**config.mk**
```make
export PLATFORM = sky130hd
export DESIGN_NAME = ssd_sqrt
export DESIGN_NICKNAME = d
export VERILOG_FILES = /design/src/rtl/core/ssd_pkg.sv /design/src/rtl/core/ssd_sqrt.sv
export SDC_FILE = /design/constraint.sdc
export NUM_CORES = 1
export LEC_CHECK = 0
export BUFFER_PORTS_ARGS = -buffer_cell sky130_fd_sc_hd__buf_2
export CORE_AREA = 3 3 85 119
export CTS_BUF_LIST = sky130_fd_sc_hd__clkbuf_16
export CTS_CLUSTER_SIZE = 28
export DETAILED_ROUTE_END_ITERATION = 8
export DIE_AREA = 0 0 88 122
export MAX_ROUTING_LAYER = met4
export PLACE_DENSITY = 0.91
export SYNTH_ARGS = -nofsm -noshare
export SYNTH_HDL_FRONTEND = slang
export SYNTH_SLANG_ARGS = --single-unit
```
**constraint.sdc**
```tcl
create_clock -name clk -period 6.1 [get_ports clk]
set_input_delay 0.305 -clock clk [delete_from_list [all_inputs] [get_ports clk]]
set_output_delay 0.305 -clock clk [all_outputs]
set_load 0.1 [all_outputs]
```
**src/rtl/core/ssd_pkg.sv**
```systemverilog
`timescale 1ns / 1ps
// ----------------------------------------------------------------------------
// ssd_pkg
// Types, codes and widths shared by the spectral subtraction denoise unit.
// ----------------------------------------------------------------------------
package ssd_pkg;

	localparam int FFT_SIZE_DEF   = 1024;
	localparam int MAX_FRAMES_DEF = 255;

	localparam int IDX_W   = 10;
	localparam int PART_W  = 24;
	localparam int SUM_W   = 32;
	localparam int COEF_W  = 16;
	localparam int SQR_W   = 2 * PART_W;
	localparam int FRAC_W  = 12;
	localparam int SCL_W   = SUM_W + COEF_W - FRAC_W;
	localparam int CFG_IDX_W = 1;

	localparam logic [1:0] OP_CAPTURE = 2'd0;
	localparam logic [1:0] OP_APPLY   = 2'd1;
	localparam logic [1:0] OP_CLEAR   = 2'd2;

	localparam logic [CFG_IDX_W-1:0] REG_STRENGTH = 1'd0;
	localparam logic [CFG_IDX_W-1:0] REG_FLOOR    = 1'd1;

	localparam logic [COEF_W-1:0] STRENGTH_RST = 16'd4096;
	localparam logic [COEF_W-1:0] FLOOR_RST    = 16'd0;

	typedef struct packed {
		logic [1:0]               opcode;
		logic [IDX_W-1:0]         bin_index;
		logic signed [PART_W-1:0] bin_real;
		logic signed [PART_W-1:0] bin_imag;
		logic                     frame_end;
	} in_word_t;

	typedef struct packed {
		logic [IDX_W-1:0]         out_index;
		logic signed [PART_W-1:0] out_real;
		logic signed [PART_W-1:0] out_imag;
	} out_word_t;

endpackage

```
**src/rtl/core/ssd_sqrt.sv**
```systemverilog
`timescale 1ns / 1ps
// ----------------------------------------------------------------------------
// ssd_sqrt
// Iterative integer square root, two radicand bits per cycle.
// ----------------------------------------------------------------------------
module ssd_sqrt
	import ssd_pkg::*;
(
	input  logic              clk,
	input  logic              arst_n,
	input  logic              start,
	input  logic [SQR_W-1:0]  radicand,
	output logic              done,
	output logic [PART_W-1:0] root
);

	localparam int STEPS = SQR_W / 2;
	localparam int CNT_W = $clog2(STEPS + 1);
	localparam int REM_W = PART_W + 2;

	logic [SQR_W-1:0]  rad_q;
	logic [REM_W-1:0]  rem_q;
	logic [PART_W-1:0] root_q;
	logic [CNT_W-1:0]  cnt_q;
	logic              busy_q;
	logic              done_q;
	logic [REM_W-1:0]  rem_sh;
	logic [REM_W-1:0]  trial;
	logic              fits;

	assign rem_sh = {rem_q[PART_W-1:0], rad_q[SQR_W-1 -: 2]};
	assign trial  = {root_q, 2'b01};
	assign fits   = rem_sh >= trial;

	always_ff @(posedge clk or negedge arst_n) begin
		if (!arst_n) begin
			busy_q <= 1'b0;
			done_q <= 1'b0;
			cnt_q  <= '0;
		end else begin
			done_q <= 1'b0;
			if (start) begin
				busy_q <= 1'b1;
				cnt_q  <= '0;
			end else if (busy_q) begin
				cnt_q <= cnt_q + 1'b1;
				if (cnt_q == CNT_W'(STEPS - 1)) begin
					busy_q <= 1'b0;
					done_q <= 1'b1;
				end
			end
		end
	end

	always_ff @(posedge clk) begin
		if (start) begin
			rad_q  <= radicand;
			rem_q  <= '0;
			root_q <= '0;
		end else if (busy_q) begin
			rad_q  <= {rad_q[SQR_W-3:0], 2'b00};
			rem_q  <= fits ? (rem_sh - trial) : rem_sh;
			root_q <= {root_q[PART_W-2:0], fits};
		end
	end

	assign done = done_q;
	assign root = root_q;

`ifndef SYNTHESIS
	a_done_one_cycle: assert property (@(posedge clk) disable iff (!arst_n)
		done_q |=> !done_q)
		else $error("sqrt done held longer than one cycle");
	a_no_restart: assert property (@(posedge clk) disable iff (!arst_n)
		busy_q |-> !start)
		else $error("sqrt restarted while busy");
	a_done_after_busy: assert property (@(posedge clk) disable iff (!arst_n)
		$rose(done_q) |-> $past(busy_q))
		else $error("sqrt done without a run");
`endif

endmodule

```
Word level (Yosys, flattened, before mapping)
Cells that the tools add are included.
{"block": "totals", "out_inout_bits": 25, "elab_cells": 22, "input_bits": 51, "register_bits": 103}
{"block": "op_classes", "order_cmp": 1, "eq_ne": 1, "mux": 11, "addsub": 2, "n_reduce_logical": 1}
{"cell": "two-way mux 48 bit", "n": 2}
{"cell": "greater-or-equal comparator 26 bit", "n": 1}
{"cell": "two-way mux 24 bit", "n": 1}
{"cell": "subtractor 24 bit", "n": 1}
{"cell": "two-way mux 5 bit", "n": 2}
{"cell": "two-way mux 1 bit", "n": 6}
{"cell": "adder 5 x 1 -> 5 bit (second input constant)", "n": 1}
{"cell": "equality test 5 bit (second input constant)", "n": 1}
{"cell": "nonzero test 2 bit", "n": 1}

Depth between registers and ports, before layout
{"block": "logic_depth", "word_depth": 4, "mapped_depth": 13, "depth_no_buf": 11}

Worst setup path after synthesis
OpenSTA, ideal clock, no wires.
{"block": "synth_timing", "path_kind": "reg-to-reg", "from": "register root_q[0] (netlist: root[0])", "to": "register rem_q[23]", "setup_time_ns": 0.121, "n_path_buf": 0, "setup_slack_ns": 2.959, "required_time_ns": 5.979, "path_stages_with_launch": 12, "arrival_ns": 3.020, "synth_period_minus_slack_ns": 3.141, "cell_sequence": "dfxtp_1 > inv_1 > ha_1 > and2b_1 > o211ai_2 > a21boi_4 > nor3_4 > o21ai_4 > o21ai_4 > mux2_1 > mux2i_1 > nor4_2"}
{"block": "synth_between", "elab_chain_len": 2, "word_cells_on_any_way": 3, "classes_between": "add/sub: 1; order compare: 1; mux: 1"}
{"element": "start: declaration", "line_no": "ssd_sqrt.sv:23", "rtl": "logic [PART_W-1:0] root_q;"}
{"element": "start signal: assignment", "line_no": "ssd_sqrt.sv:63", "rtl": "root_q <= {root_q[PART_W-2:0], fits};"}
{"element": "subtractor 24 bit or greater-or-equal comparator 26 bit (tied branches)", "line_no": "ssd_sqrt.sv:62, ssd_sqrt.sv:33"}
{"element": "two-way mux 24 bit (*)", "line_no": "ssd_sqrt.sv:62", "rtl": "rem_q <= fits ? (rem_sh - trial) : rem_sh;"}
{"element": "end signal: assignment", "line_no": "ssd_sqrt.sv:62"}
{"element": "end: declaration", "line_no": "ssd_sqrt.sv:22", "rtl": "logic [REM_W-1:0] rem_q;"}
Every way passes the cells marked *; elsewhere a longest branch is shown, timed or not.
A chain may end at the register's enable or synchronous reset.

Worst setup path after layout
{"block": "layout_timing", "from": "register root_q[13] (netlist: root[13])", "to": "register rem_q[23]"}
The elaborated chain is that of the path after synthesis.

==> summary.md <==
| Metric | Value |
|---|---|
| Worst-Skew Late Latency | `0.34 ns` |
| Post-CTS Setup Bufs | `0` |
| Clk pin slew, worst setup/hold paths | `0.07 ns` |
| EDFF count, synth | `48` |
| Crit-path max FO | `44` |
| Power per cell area | `460.2 nW/um2` |
| Share of cells above drive strength 1 | `30.41%` |
| Post-CTS Hold Fix Bufs | `1` |
| Mean Syn Cell Area | `10.99 um2` |
| FF-to-FF setup slack | `3.04 ns` |
| H-tree levels | `3` |
| Hold WC Path Type | `input pin to register` |
| Max Cap Violations | `0` |
| Avg Vias per Cell | `5.765` |
| RR Startpoint | `root[13]` |
| Synth-to-Final Area Change | `12.09%` |
| Min-Delay Startpoint | `radicand[1]` |
| CTS resizes | `0` |
| Clk root buf | `clkbuf_16` |
| DP Area | `6101 um2` |
| Total CTS buffers | `9` |
| Yosys top cell area share | `25.28%` |
| Setup ws final | `3.040 ns` |
| Arrival time at the worst endpoint | `3.27 ns` |
| Longest Clk Path Bufs | `2` |
| WL/cell | `16.19 um` |
| Reg-to-reg endpoint | `rem_q[23]` |
| Main flop type after synthesis | `edfxtp_1` |
| # clock sinks | `103` |
| RSZ-0062 raised after global routing | `no` |
| Worst path required time | `6.31 ns` |
| # IOs | `76` |
| Post-DRT Antenna Nets | `0` |
| Min Tclk post-route | `3.060 ns` |
| Synth warn | `0` |
| Drt pass-1 iters | `5` |
| Cells on Worst Hold Path | `2` |
| Synth unique cells | `67` |
| Crit end category | `register` |
| Hold Crit Endpoint | `rad_q[1]` |
| Chip width | `88 um` |
| CP Class | `register to register` |
| Commonest cells post-synth | `nor2_1, dfxtp_1, edfxtp_1` |
| First-pass GRT wire length | `19.07 mm` |
| Vias in the first global route | `4,151` |
| Largest net degree at the start of global routing | `68` |
| Row cnt | `41` |
| Most common cell in the netlist | `nor2_1` |
| Status | `complete, no violations` |
| CTS tree | `built` |
| Leading area contributor after synthesis | `edfxtp_1` |
| Starting DRC count in detailed routing | `215` |
| DR vias | `4,030` |
| Cells after Synth | `519` |
| Dpl ws | `3.056 ns` |
| Synthesized netlist net count | `597` |
| Final hold viol count | `0` |
| Leakage power total | `2.887 nW` |
| Die Span Y | `122 um` |
| Final Util | `70.39%` |
| GRT Residual Overflow | `0` |
| Setup TNS | `0 ns` |
| Core Region | `9080 um2` |
| Total GRT Usage | `23.18%` |
| Nets@finish | `665` |
| Worst-Margin Slew | `0.8868 ns` |
| Worst VDD drop | `0.3514 mV` |
| Starting Density | `62.79%` |
| Setup Skew | `0.006788 ns` |
| Final period utilization | `50.16%` |
| DRC viols | `0` |
| I/O Buffers | `75` |
| Post-synthesis sequential area ratio | `45.21%` |
| Die area | `10,740 um2` |
| Antenna violations before repair | `0` |
| Placer congestion estimate | `0.9162` |
| Synth Cell Area | `5702 um2` |
| Peak Freq | `326.8 MHz` |
| Slew margin rel. | `40.88%` |
| Diodes inserted | `0` |
| Startpoint types | `register` |
| FFs w/ async S/R, synth | `6.796%` |
| Routed WL | `11.31 mm` |
| Dpl hpwl | `8.036 mm` |
| R2R depth | `12` |
| Flops & latches, synth | `103` |
| Slew Viols, Final | `0` |
| Final instance area | `6391 um2` |
| # setup viols final | `0` |
| Most area-consuming cells after synthesis | `edfxtp_1, dfxtp_1, mux2_2, mux2i_1, ha_1` |
| Total power | `2.941 mW` |
[where the power goes]
part           switching [mW]  total, mW  leakage, nW  internal [mW]
sequential             0.0594      0.881        0.994          0.822
combinational           0.836       1.51         1.76          0.679
clock                   0.264      0.546        0.133          0.281
[worst max-delay path, cell delays in order (launching register included)]
cell	delay, ns
dfxtp_1	0.37
inv_1	0.06
ha_1	0.38
a21o_1	0.20
a21oi_1	0.14
nor2b_1	0.07
a311oi_2	0.28
o21ai_4	0.14
o21ai_4	0.16
buf_4	0.48
mux2_1	0.37
mux2i_1	0.20
nor4_2	0.08
[worst max-delay path by stage]
stage | start | cells past startpoint | end
floorplan | root[0] | 11 | rem_q[23]
global placement | root[17] | 12 | rem_q[23]
detailed placement | root[13] | 12 | rem_q[23]
CTS | root[13] | 12 | rem_q[23]
global route | root[11] | 11 | rem_q[23]
finish | root[13] | 12 | rem_q[23]
[area by class of cell]
class	count	area [um2]
inverters	32	120.1
clock buffers	9	225.2
multi-input cells	361	2860
well taps	107	133.9
fillers	648	2689
clock inverters	7	55.05
repair buffers	80	417.9
flip-flops and latches	103	2579
[stage by stage]
step / cells / hold WS [ns]
finish: 699 / 0.2424
global route: 699 / 0.2493
CTS: 699 / 0.2407
detailed placement: 682 / 0.1478
global placement: 682 / 0.1405
floorplan: 519 / 0.009409
[logic make-up after synthesis]
logic type | after synthesis | share of synthesized area, %
simple gates | 126 | 10.49
buf+inv | 55 | 4.630
mux | 84 | 15.80
xor+xnor | 23 | 3.533
compound gates | 101 | 14.42
fa+ha+maj | 27 | 5.925
flops | 103 | 45.21
[routing by layer]
layer | global-route usage (%) | part of all wire, % | up-vias
met2 | 39.15 | 53 | 115
met1 | 26.85 | 40 | 1902
met3 | 4.601 | 5.2 | 17
met5 | - | 0 | -
met4 | 9.021 | 1.8 | 0
li1 | - | - | 1996
[state kept, by name (all words and copies together), names as in the netlist]
name,count
busy_q,1
rem_q,24
rad_q,48
root,24
cnt_q,5
done,1
[cell usage in the layout, fill, tap and decap left out, types with 3 or more instances in the layout]
master	count
a211oi_1	6
a211oi_2	9
a21o_1	11
a21oi_1	21
a21oi_2	11
and2_1	3
buf_2	74
buf_4	5
clkbuf_16	9
dfrtp_1	6
dfxtp_1	48
edfxtp_1	48
ha_1	27
inv_1	31
mux2_2	47
mux2i_1	36
nand2_1	24
nand2b_1	3
nand4_1	3
nor2_1	67
nor2b_1	3
nor3_1	5
o21ai_0	11
o21bai_1	4
xnor2_1	15
xor2_1	8
(Power assumes the default switching activity.)
