File: config.mk
export PLATFORM = sky130hd
export DESIGN_NAME = ssd_div
export DESIGN_NICKNAME = d
export VERILOG_FILES = /design/src/rtl/core/ssd_pkg.sv /design/src/rtl/core/ssd_div.sv
export SDC_FILE = /design/constraint.sdc
export NUM_CORES = 1
export LEC_CHECK = 0
export BUFFER_PORTS_ARGS = -buffer_cell sky130_fd_sc_hd__buf_2
export CORE_MARGIN = 2
export CORE_UTILIZATION = 54
export CTS_CLUSTER_DIAMETER = 30
export DETAILED_ROUTE_END_ITERATION = 12
export MAX_ROUTING_LAYER = met4
export PLACE_DENSITY = 0.8
export REMOVE_ABC_BUFFERS = 1
export SYNTH_ARGS = -nofsm -noshare
export SYNTH_HDL_FRONTEND = slang
export SYNTH_SLANG_ARGS = --single-unit
File: constraint.sdc
create_clock -name clk -period 6.1 [get_ports clk]
set_input_delay 1.22 -clock clk [delete_from_list [all_inputs] [get_ports clk]]
set_output_delay 1.22 -clock clk [all_outputs]
set_load 0.03 [all_outputs]
File: src/rtl/core/ssd_pkg.sv
`timescale 1ns / 1ps
// ----------------------------------------------------------------------------
// ssd_pkg
// Types, codes and widths shared by the spectral subtraction denoise unit.
// ----------------------------------------------------------------------------
package ssd_pkg;

	localparam int FFT_SIZE_DEF   = 1024;
	localparam int MAX_FRAMES_DEF = 255;

	localparam int IDX_W   = 10;
	localparam int PART_W  = 24;
	localparam int SUM_W   = 32;
	localparam int COEF_W  = 16;
	localparam int SQR_W   = 2 * PART_W;
	localparam int FRAC_W  = 12;
	localparam int SCL_W   = SUM_W + COEF_W - FRAC_W;
	localparam int CFG_IDX_W = 1;

	localparam logic [1:0] OP_CAPTURE = 2'd0;
	localparam logic [1:0] OP_APPLY   = 2'd1;
	localparam logic [1:0] OP_CLEAR   = 2'd2;

	localparam logic [CFG_IDX_W-1:0] REG_STRENGTH = 1'd0;
	localparam logic [CFG_IDX_W-1:0] REG_FLOOR    = 1'd1;

	localparam logic [COEF_W-1:0] STRENGTH_RST = 16'd4096;
	localparam logic [COEF_W-1:0] FLOOR_RST    = 16'd0;

	typedef struct packed {
		logic [1:0]               opcode;
		logic [IDX_W-1:0]         bin_index;
		logic signed [PART_W-1:0] bin_real;
		logic signed [PART_W-1:0] bin_imag;
		logic                     frame_end;
	} in_word_t;

	typedef struct packed {
		logic [IDX_W-1:0]         out_index;
		logic signed [PART_W-1:0] out_real;
		logic signed [PART_W-1:0] out_imag;
	} out_word_t;

endpackage

File: src/rtl/core/ssd_div.sv
`timescale 1ns / 1ps
// ----------------------------------------------------------------------------
// ssd_div
// Iterative restoring divider, one quotient bit per cycle.
// ----------------------------------------------------------------------------
module ssd_div
	import ssd_pkg::*;
(
	input  logic              clk,
	input  logic              arst_n,
	input  logic              start,
	input  logic [SQR_W-1:0]  dividend,
	input  logic [PART_W-1:0] divisor,
	output logic              done,
	output logic [SQR_W-1:0]  quotient
);

	localparam int CNT_W = $clog2(SQR_W + 1);

	logic [SQR_W-1:0]  dvd_q;
	logic [PART_W-1:0] dvs_q;
	logic [PART_W-1:0] rem_q;
	logic [CNT_W-1:0]  cnt_q;
	logic              busy_q;
	logic              done_q;
	logic [PART_W:0]   trial;
	logic              fits;

	assign trial = {rem_q, dvd_q[SQR_W-1]};
	assign fits  = trial >= {1'b0, dvs_q};

	always_ff @(posedge clk or negedge arst_n) begin
		if (!arst_n) begin
			busy_q <= 1'b0;
			done_q <= 1'b0;
			cnt_q  <= '0;
		end else begin
			done_q <= 1'b0;
			if (start) begin
				busy_q <= 1'b1;
				cnt_q  <= '0;
			end else if (busy_q) begin
				cnt_q <= cnt_q + 1'b1;
				if (cnt_q == CNT_W'(SQR_W - 1)) begin
					busy_q <= 1'b0;
					done_q <= 1'b1;
				end
			end
		end
	end

	always_ff @(posedge clk) begin
		if (start) begin
			dvd_q <= dividend;
			dvs_q <= divisor;
			rem_q <= '0;
		end else if (busy_q) begin
			rem_q <= fits ? PART_W'(trial - {1'b0, dvs_q}) : trial[PART_W-1:0];
			dvd_q <= {dvd_q[SQR_W-2:0], fits};
		end
	end

	assign done     = done_q;
	assign quotient = dvd_q;

`ifndef SYNTHESIS
	a_done_one_cycle: assert property (@(posedge clk) disable iff (!arst_n)
		done_q |=> !done_q)
		else $error("divide done held longer than one cycle");
	a_no_restart: assert property (@(posedge clk) disable iff (!arst_n)
		busy_q |-> !start)
		else $error("divider restarted while busy");
	a_nonzero_divisor: assert property (@(posedge clk) disable iff (!arst_n)
		busy_q |-> dvs_q != '0)
		else $error("divide by zero");
`endif

endmodule

* Word level (Yosys, flattened, before mapping)
Index checks and enable logic that the tools add are counted.
** Cells by class
- Add/subtract/negate cells :: 2
- $mul :: 0
- Divide/modulo/power cells :: 0
- $lt $le $gt $ge :: 1
- Equality and inequality tests :: 1
- Shift-type cells :: 0
- Mux-type cells :: 11
- Bitwise operators :: 0
- Reductions and logical operators :: 1
** Operators with widths (number)
- 48-bit two-way mux :: 2
- 25-bit by 24-bit >= comparator with 1-bit output :: 1
- 24-bit two-way mux :: 1
- 24-bit subtractor :: 1
- 6-bit two-way mux :: 2
- 6-bit by 1-bit adder with 6-bit output, second input constant :: 1
- 6-bit == test, second input constant :: 1
- 1-bit two-way mux :: 6
- 2-bit nonzero test :: 1
** Word-level totals
- Flip-flop bits (word level) :: 104
- Latch bits :: 0
- RAM bits :: 0
- ROM bits :: 0
- Memories :: 0

* Longest topological paths before layout
Gate-level depths: netlist (run 1).
- Word-level depth :: 4
- Mapped depth :: 12
- Gate-level depth less buffers :: 12

* Worst setup path before layout (run 1)
OpenSTA, ideal clock, no wires.
- Kind :: in2reg
- Start :: input start
- End :: register dvd_q[0] (netlist: quotient[0]), enable pin
- Setup time :: 402 ps
- Arrival time :: 2522 ps
- Required time :: 5698 ps
- Path slack :: 3176 ps
- Stages on the path :: 3
- Buffers on the path :: 1
- Cell sequence :: clkbuf_1 nor2_1 inv_1
** On the way
- Cells in the longest elaborated chain, start to end :: 1
** Ends and longest elaborated chain
- from (decl) :: RTL line ssd_div.sv:11 : input logic start,
- 2-bit nonzero test (no source line)
- to (signal assigned) :: RTL line ssd_div.sv:54 : dvd_q <= dividend;
- to (signal assigned) :: RTL line ssd_div.sv:59 : dvd_q <= {dvd_q[SQR_W-2:0], fits};
- to (decl) :: RTL line ssd_div.sv:20 : logic [SQR_W-1:0] dvd_q;
No other way between the ends.
A chain may end at the register's enable or synchronous reset.

* Worst setup path after layout (run 1)
- Start :: register dvs_q[9]
- End :: register rem_q[23]
** On the way
- Cells in the longest elaborated chain, start to end :: 2
** Ends and longest elaborated chain
- from (decl) :: RTL line ssd_div.sv:21 : logic [PART_W-1:0] dvs_q;
- from (signal assigned) :: RTL line ssd_div.sv:55 : dvs_q <= divisor;
- 24-bit subtractor or 25-bit by 24-bit >= comparator with 1-bit output (tied branches) :: RTL line ssd_div.sv:58, ssd_div.sv:30
- 24-bit two-way mux * :: RTL line ssd_div.sv:58 : rem_q <= fits ? PART_W'(trial - {1'b0, dvs_q}) : trial[PART_W-1:0];
- to (signal assigned) :: RTL line ssd_div.sv:58
- to (decl) :: RTL line ssd_div.sv:22 : logic [PART_W-1:0] rem_q;
Mark *: on every way between the ends. The rest lies on a longest branch, timed or not.

==> results of run 1 <==
-- worst min path at each step --
stage	start	endpoint	slack, ns	cells after the start
after floorplan	rem_q[22]	rem_q[23]	0.47	2
after global placement	rem_q[11]	rem_q[11]	0.49	2
after detailed placement	rem_q[18]	rem_q[18]	0.50	2
after CTS	rem_q[18]	rem_q[19]	0.51	2
after global routing	rem_q[18]	rem_q[19]	0.52	2
final	rem_q[18]	rem_q[19]	0.51	2
-- metrics by stage --
stage	utilization	total power, mW	cell area [sq um]
2_1_floorplan	-	1.02	5410
3_3_place_gp	0.632	1.10	6210
3_5_place_dp	0.632	1.11	6210
4_1_cts	0.650	1.51	6380
5_1_grt	0.650	1.56	6380
6_report	0.650	1.50	6380
-- cell usage after synthesis, types with 5 or more instances --
master and instances:
a211oi_1 14, a21o_1 10, a21oi_1 25, clkbuf_1 12, dfrtp_1 8, dfxtp_1 24
edfxtp_1 72, ha_1 25, inv_1 29, mux2_2 48, mux2i_1 16, nand2_1 21
nand2b_1 6, nand3_1 7, nand4_1 5, nor2_1 43, o21ai_0 12, xnor2_1 9
xor2_1 12
-- layer usage --
| metal | GRT usage | up-vias | routed length (um) | part of all wire |
|---|---|---|---|---|
| met1 | 0.262 | 1877 | 4830 | 0.44 |
| met2 | 0.344 | 101 | 5340 | 0.49 |
| li1 | - | 1982 | - | - |
| met4 | 0.0562 | 0 | 125 | 0.011 |
| met3 | 0.0730 | 8 | 710 | 0.064 |
| met5 | - | - | 0 | 0 |
-- power by group --
| group | switching, mW | internal [mW] | leakage (nW) |
|---|---|---|---|
| Clock | 0.251 | 0.154 | 0.0901 |
| Sequential | 0.0241 | 0.810 | 1.04 |
| Combinational | 0.155 | 0.103 | 1.61 |
| Total | 0.431 | 1.07 | 2.75 |
-- registers in the layout (all words and copies together), names as in the netlist --
signal    count
rem_q        24
dvs_q        24
done          1
quotient     48
cnt_q         6
busy_q        1
-- worst max-delay path: stages, from the launching register on --
cell and delay, ns:
edfxtp_1 0.34, inv_1 0.04, ha_1 0.35, and3_1 0.26, and2_1 0.17, a22o_1 0.17, a41o_2 0.26, o21ai_4 0.20
o31ai_4 0.11, o21ai_1 0.67, nand2_1 0.17, a311oi_1 0.30
-- logic make-up (layout without fill, tap and decap cells) --
kind of cell | count (synthesis) | count (layout) | share of synthesized area
AOI/OAI and AO/OA | 93 | 93 | 0.118
xor gates and xnor gates | 21 | 21 | 0.0335
adders and majority gates | 26 | 26 | 0.0606
buffers and inverters | 48 | 170 | 0.0362
DFF | 104 | 104 | 0.517
muxes | 65 | 65 | 0.130
and+or+nand+nor | 115 | 115 | 0.105
-- area by class of cell --
class / instances / area [sq um]
repair buffers: 125 / 633
clock inverters: 7 / 53.8
clock buffers: 9 / 124
well taps: 133 / 166
multi-input cells: 320 / 2450
flip-flops and latches: 104 / 2840
fillers: 800 / 3440
inverters: 29 / 109
==> metrics.cfg, run 1 <==
[status]
outcome=finished clean

[floorplanning]
core_area_sq_um=9820
die_w_um=105
initial_utilization=0.560
io_pins=124
die_area_sq_um=11000
fp-row-count=36
die_h_um=105

[timing]
fin_crit_ns=3.13
slew_violations=0
setup_ws_ns=2.97
worst_pin_slew_ns=1.00
final_hold_viol_count=0
worst_hold_slack_ns=0.505
fin_setup_tns_ns=0
setup_violations=0
finalClockSkew_ns=0.0126
clock.fmax_mhz=320
rsz0062_at_grt=false
slew_headroom=0.333
fin_crit_sh=0.512

[clock_network]
cts_setup_buffers=0
cts_htree_levels=3
cts_buffer_depth=2
cts_buffers=9
cts_tree=done
path_clk_slew_ns=0.10
clock_latency_ns=0.39
ctsResizeCount=0
cts_hold_buf=0
cts_sinks=104
clk_root_buffer_cell=clkbuf_8

[yosys]
synth_top_area_share=0.393
ys_warn_count=0
synth_edf_count=72
synthesis.area_sq_um=5500
yosysUniqueCellTypes=57
syn_area_per_cell_sq_um=11.6
synth_area_leader_cell=edfxtp_1
ys_seq_area_frac=0.517
synth_flop_cell=edfxtp_1
async_reset_ff_frac=0.0769
synthTopCellsByArea=edfxtp_1 39%, mux2_2 9.8%, dfxtp_1 8.7%
synthCells=472
synth-seq-cells=104

[cells_and_area]
instances_no_fill=727
areaGrowthSynthToFinish_pct=16.1
num_antenna_cells=0
nets=690
drive_above_1_share=0.330
mostFrequentLayoutCells=122 x buf_2, 72 x edfxtp_1, 48 x mux2_2
final_common_cell=buf_2

[global_route]
grt_max_degree=62
grt_first_pass_wirelength_um=18600
grtUsageTotal=0.215
grt_pass1_vias=4058
grt_antenna_before_repair=0
grt-ovfl-total=0

[power_and_ir_drop]
ir_drop_v=0.000226
p_leak_nw=2.75
p_per_area_nw_per_um2=235

[placed_design]
place_ws_ns=2.99
io_buffers=123
dpl.hpwl_um=7800
gp_congestion=0.861
dp_cells=711

[detailed_routing]
wl_per_cell_um=15.1
drt.antenna.violating_nets=0
dr.first_iter.drc_count=164
drc_errors=0
dr.pass1.iters=4
vias=3968
routed_via_density=5.46
wirelength_um=11000

[min_path]
hold_path.class=flop to flop

[critical_path]
crit_path_start=dvs_q[9]
ff2ff_path_depth=11
crit_path_end=rem_q[23]
crit_path_end_kind=flop
critPathLaunchType=flop
reg2reg_slack_ns=2.97
r2r-end=rem_q[23]
cp_data_required_time_ns=6.39
cp_max_fo=11
reg2reg_from=dvs_q[9]
path_class=flop to flop
arrival_ns=3.42

[job]
maxCapViolations=0

(Power assumes the default switching activity.)
==> run 2, diff against run 1 <==
Settings changed: CORE_UTILIZATION 54 to 49, PLACE_DENSITY 0.8 to 0.76.
Clock period 6.1 ns to 2.56 ns, I/O delays scaled along.
==> run 2 against run 1 <==
  * The run now ends with setup timing left
  * Clock skew is 0.0065 ns higher
  * Fmax rose by 13%
  * Routed wire length up 16%
  * Combinational power increased to 2.8 times the previous value
  * Design area is 12% higher
  * Hold slack lost 0.22 ns
  * Sequential cell count unchanged
  * Via count up 8.8%
  * Clock-buffer cell count did not move
  * Critical endpoint is now rem_q[18]
==> metrics.cfg, run 2 (synthesized netlist as in run 1, its figures left out) <==
[status]
outcome=finished, violations left
violations=setup timing

[timing]
slew_headroom=0.500
slew_violations=0
fin_crit_sh=1.08
fin_crit_ns=2.76
setup_ws_ns=-0.204
fin_setup_tns_ns=-2.41
worst_pin_slew_ns=0.750
rsz0062_at_grt=true
clock.fmax_mhz=362
worst_hold_slack_ns=0.286
setup_violations=25
final_hold_viol_count=0
finalClockSkew_ns=0.0191

[job]
maxCapViolations=0

[floorplanning]
die_area_sq_um=12100
core_area_sq_um=10900
io_pins=124
die_h_um=110
fp-row-count=38
initial_utilization=0.505
die_w_um=110

[clock_network]
cts_sinks=104
clk_root_buffer_cell=clkbuf_8
cts_buffers=9
cts_tree=done
cts_buffer_depth=2
clock_latency_ns=0.39
path_clk_slew_ns=0.11
cts_htree_levels=3

[global_route]
grt_antenna_before_repair=0
grt_max_degree=64
grt_pass1_vias=4235
grt-ovfl-total=0
grt_first_pass_wirelength_um=19500
grtUsageTotal=0.214

[detailed_routing]
dr.pass1.iters=4
wirelength_um=12700
drc_errors=0
dr.first_iter.drc_count=242
met2_length_um=6460
routed_via_density=5.46
drt.antenna.violating_nets=0
wl_met1_um=5470
top_layer=met4
vias=4317
route.met3.wl_um=641
wl_per_cell_um=16.1

[min_path]
holdPathEnd=dvs_q[11]
min-delay-start=divisor[11]
hold_depth=1
hold_path.class=input pin to flop

[critical_path]
cp_data_required_time_ns=2.82
critPathLaunchType=flop
crit_path_end_kind=flop
ff2ff_path_depth=12
path_class=flop to flop
reg2reg_from=dvs_q[10]
r2r-end=rem_q[18]
reg2reg_slack_ns=-0.20
arrival_ns=3.03
cp_max_fo=7

[placed_design]
dpl.hpwl_um=8600
place_ws_ns=-0.211
gp_congestion=0.868
io_buffers=123

[power_and_ir_drop]
ir_drop_v=0.000481
p_total_mw=3.81
p_leak_nw=3.09
p_per_area_nw_per_um2=533

[cells_and_area]
largest_register_ffs=48
final_util=0.656
final_common_cell=buf_2
mostFrequentLayoutCells=122 x buf_2, 72 x edfxtp_1, 49 x buf_4
drive_above_1_share=0.441
num_antenna_cells=0
areaGrowthSynthToFinish_pct=30.0
nets=747

## run 2: stage by stage
step	std cells	cell area, sq um
2_1_floorplan	453	5410
3_3_place_gp	763	6600
3_5_place_dp	763	6600
4_1_cts	790	6940
5_1_grt	791	7140
6_report	791	7140
## run 2: worst max path at each step
stage | slack [ns] | cells after the start | start | endpoint
detailed placement | -0.21 | 12 | dvs_q[10] | rem_q[2]
global route | -0.24 | 12 | dvs_q[10] | rem_q[21]
floorplan | -0.16 | 2 | busy_q | quotient[0]
global placement | -0.09 | 11 | dvs_q[3] | rem_q[1]
finish | -0.20 | 12 | dvs_q[10] | rem_q[18]
CTS | -0.12 | 12 | dvs_q[10] | rem_q[14]
## run 2: critical path, cell delays in order (launching register included)
cell and delay, ns:
edfxtp_1 0.43, inv_2 0.08, ha_4 0.20, a21o_1 0.19, a21o_1 0.15, a22o_1 0.20
a41o_2 0.26, o21ai_4 0.18, o31ai_4 0.11, o21a_4 0.31, buf_12 0.16, nor3b_1 0.27
nor4_1 0.08
## run 2: cell type report
class | count | area [sq um]
multi-input cells | 320 | 2670
well taps | 140 | 175
flip-flops and latches | 104 | 2840
fillers | 805 | 3740
repair buffers | 182 | 1150
clock buffers | 9 | 124
inverters | 29 | 109
clock inverters | 7 | 77.6
## run 2: timing repair
action / 4_1_cts / 5_1_grt
setup endpoints to repair: 25 / 25
hold buffers: 1 / 0
pin swaps: 25 / 24
endpoints found under the hold margin: 8 / 0
buffers inserted: 10 / 1
gates cloned: 0 / 1
gates resized for setup: 14 / 32
## run 2: routing by layer
layer  track usage  up-vias
li1              -     2091
met1         0.257     2079
met2         0.348      133
met3        0.0581       14
met4        0.0714        0
met5             -        -
## run 2: report_power, final
group          internal (mW)  total, mW  switching [mW]
Clock                  0.465       1.09           0.627
Combinational          0.314      0.727           0.413
Sequential              1.93       1.99          0.0592
Total                   2.71       3.81            1.10
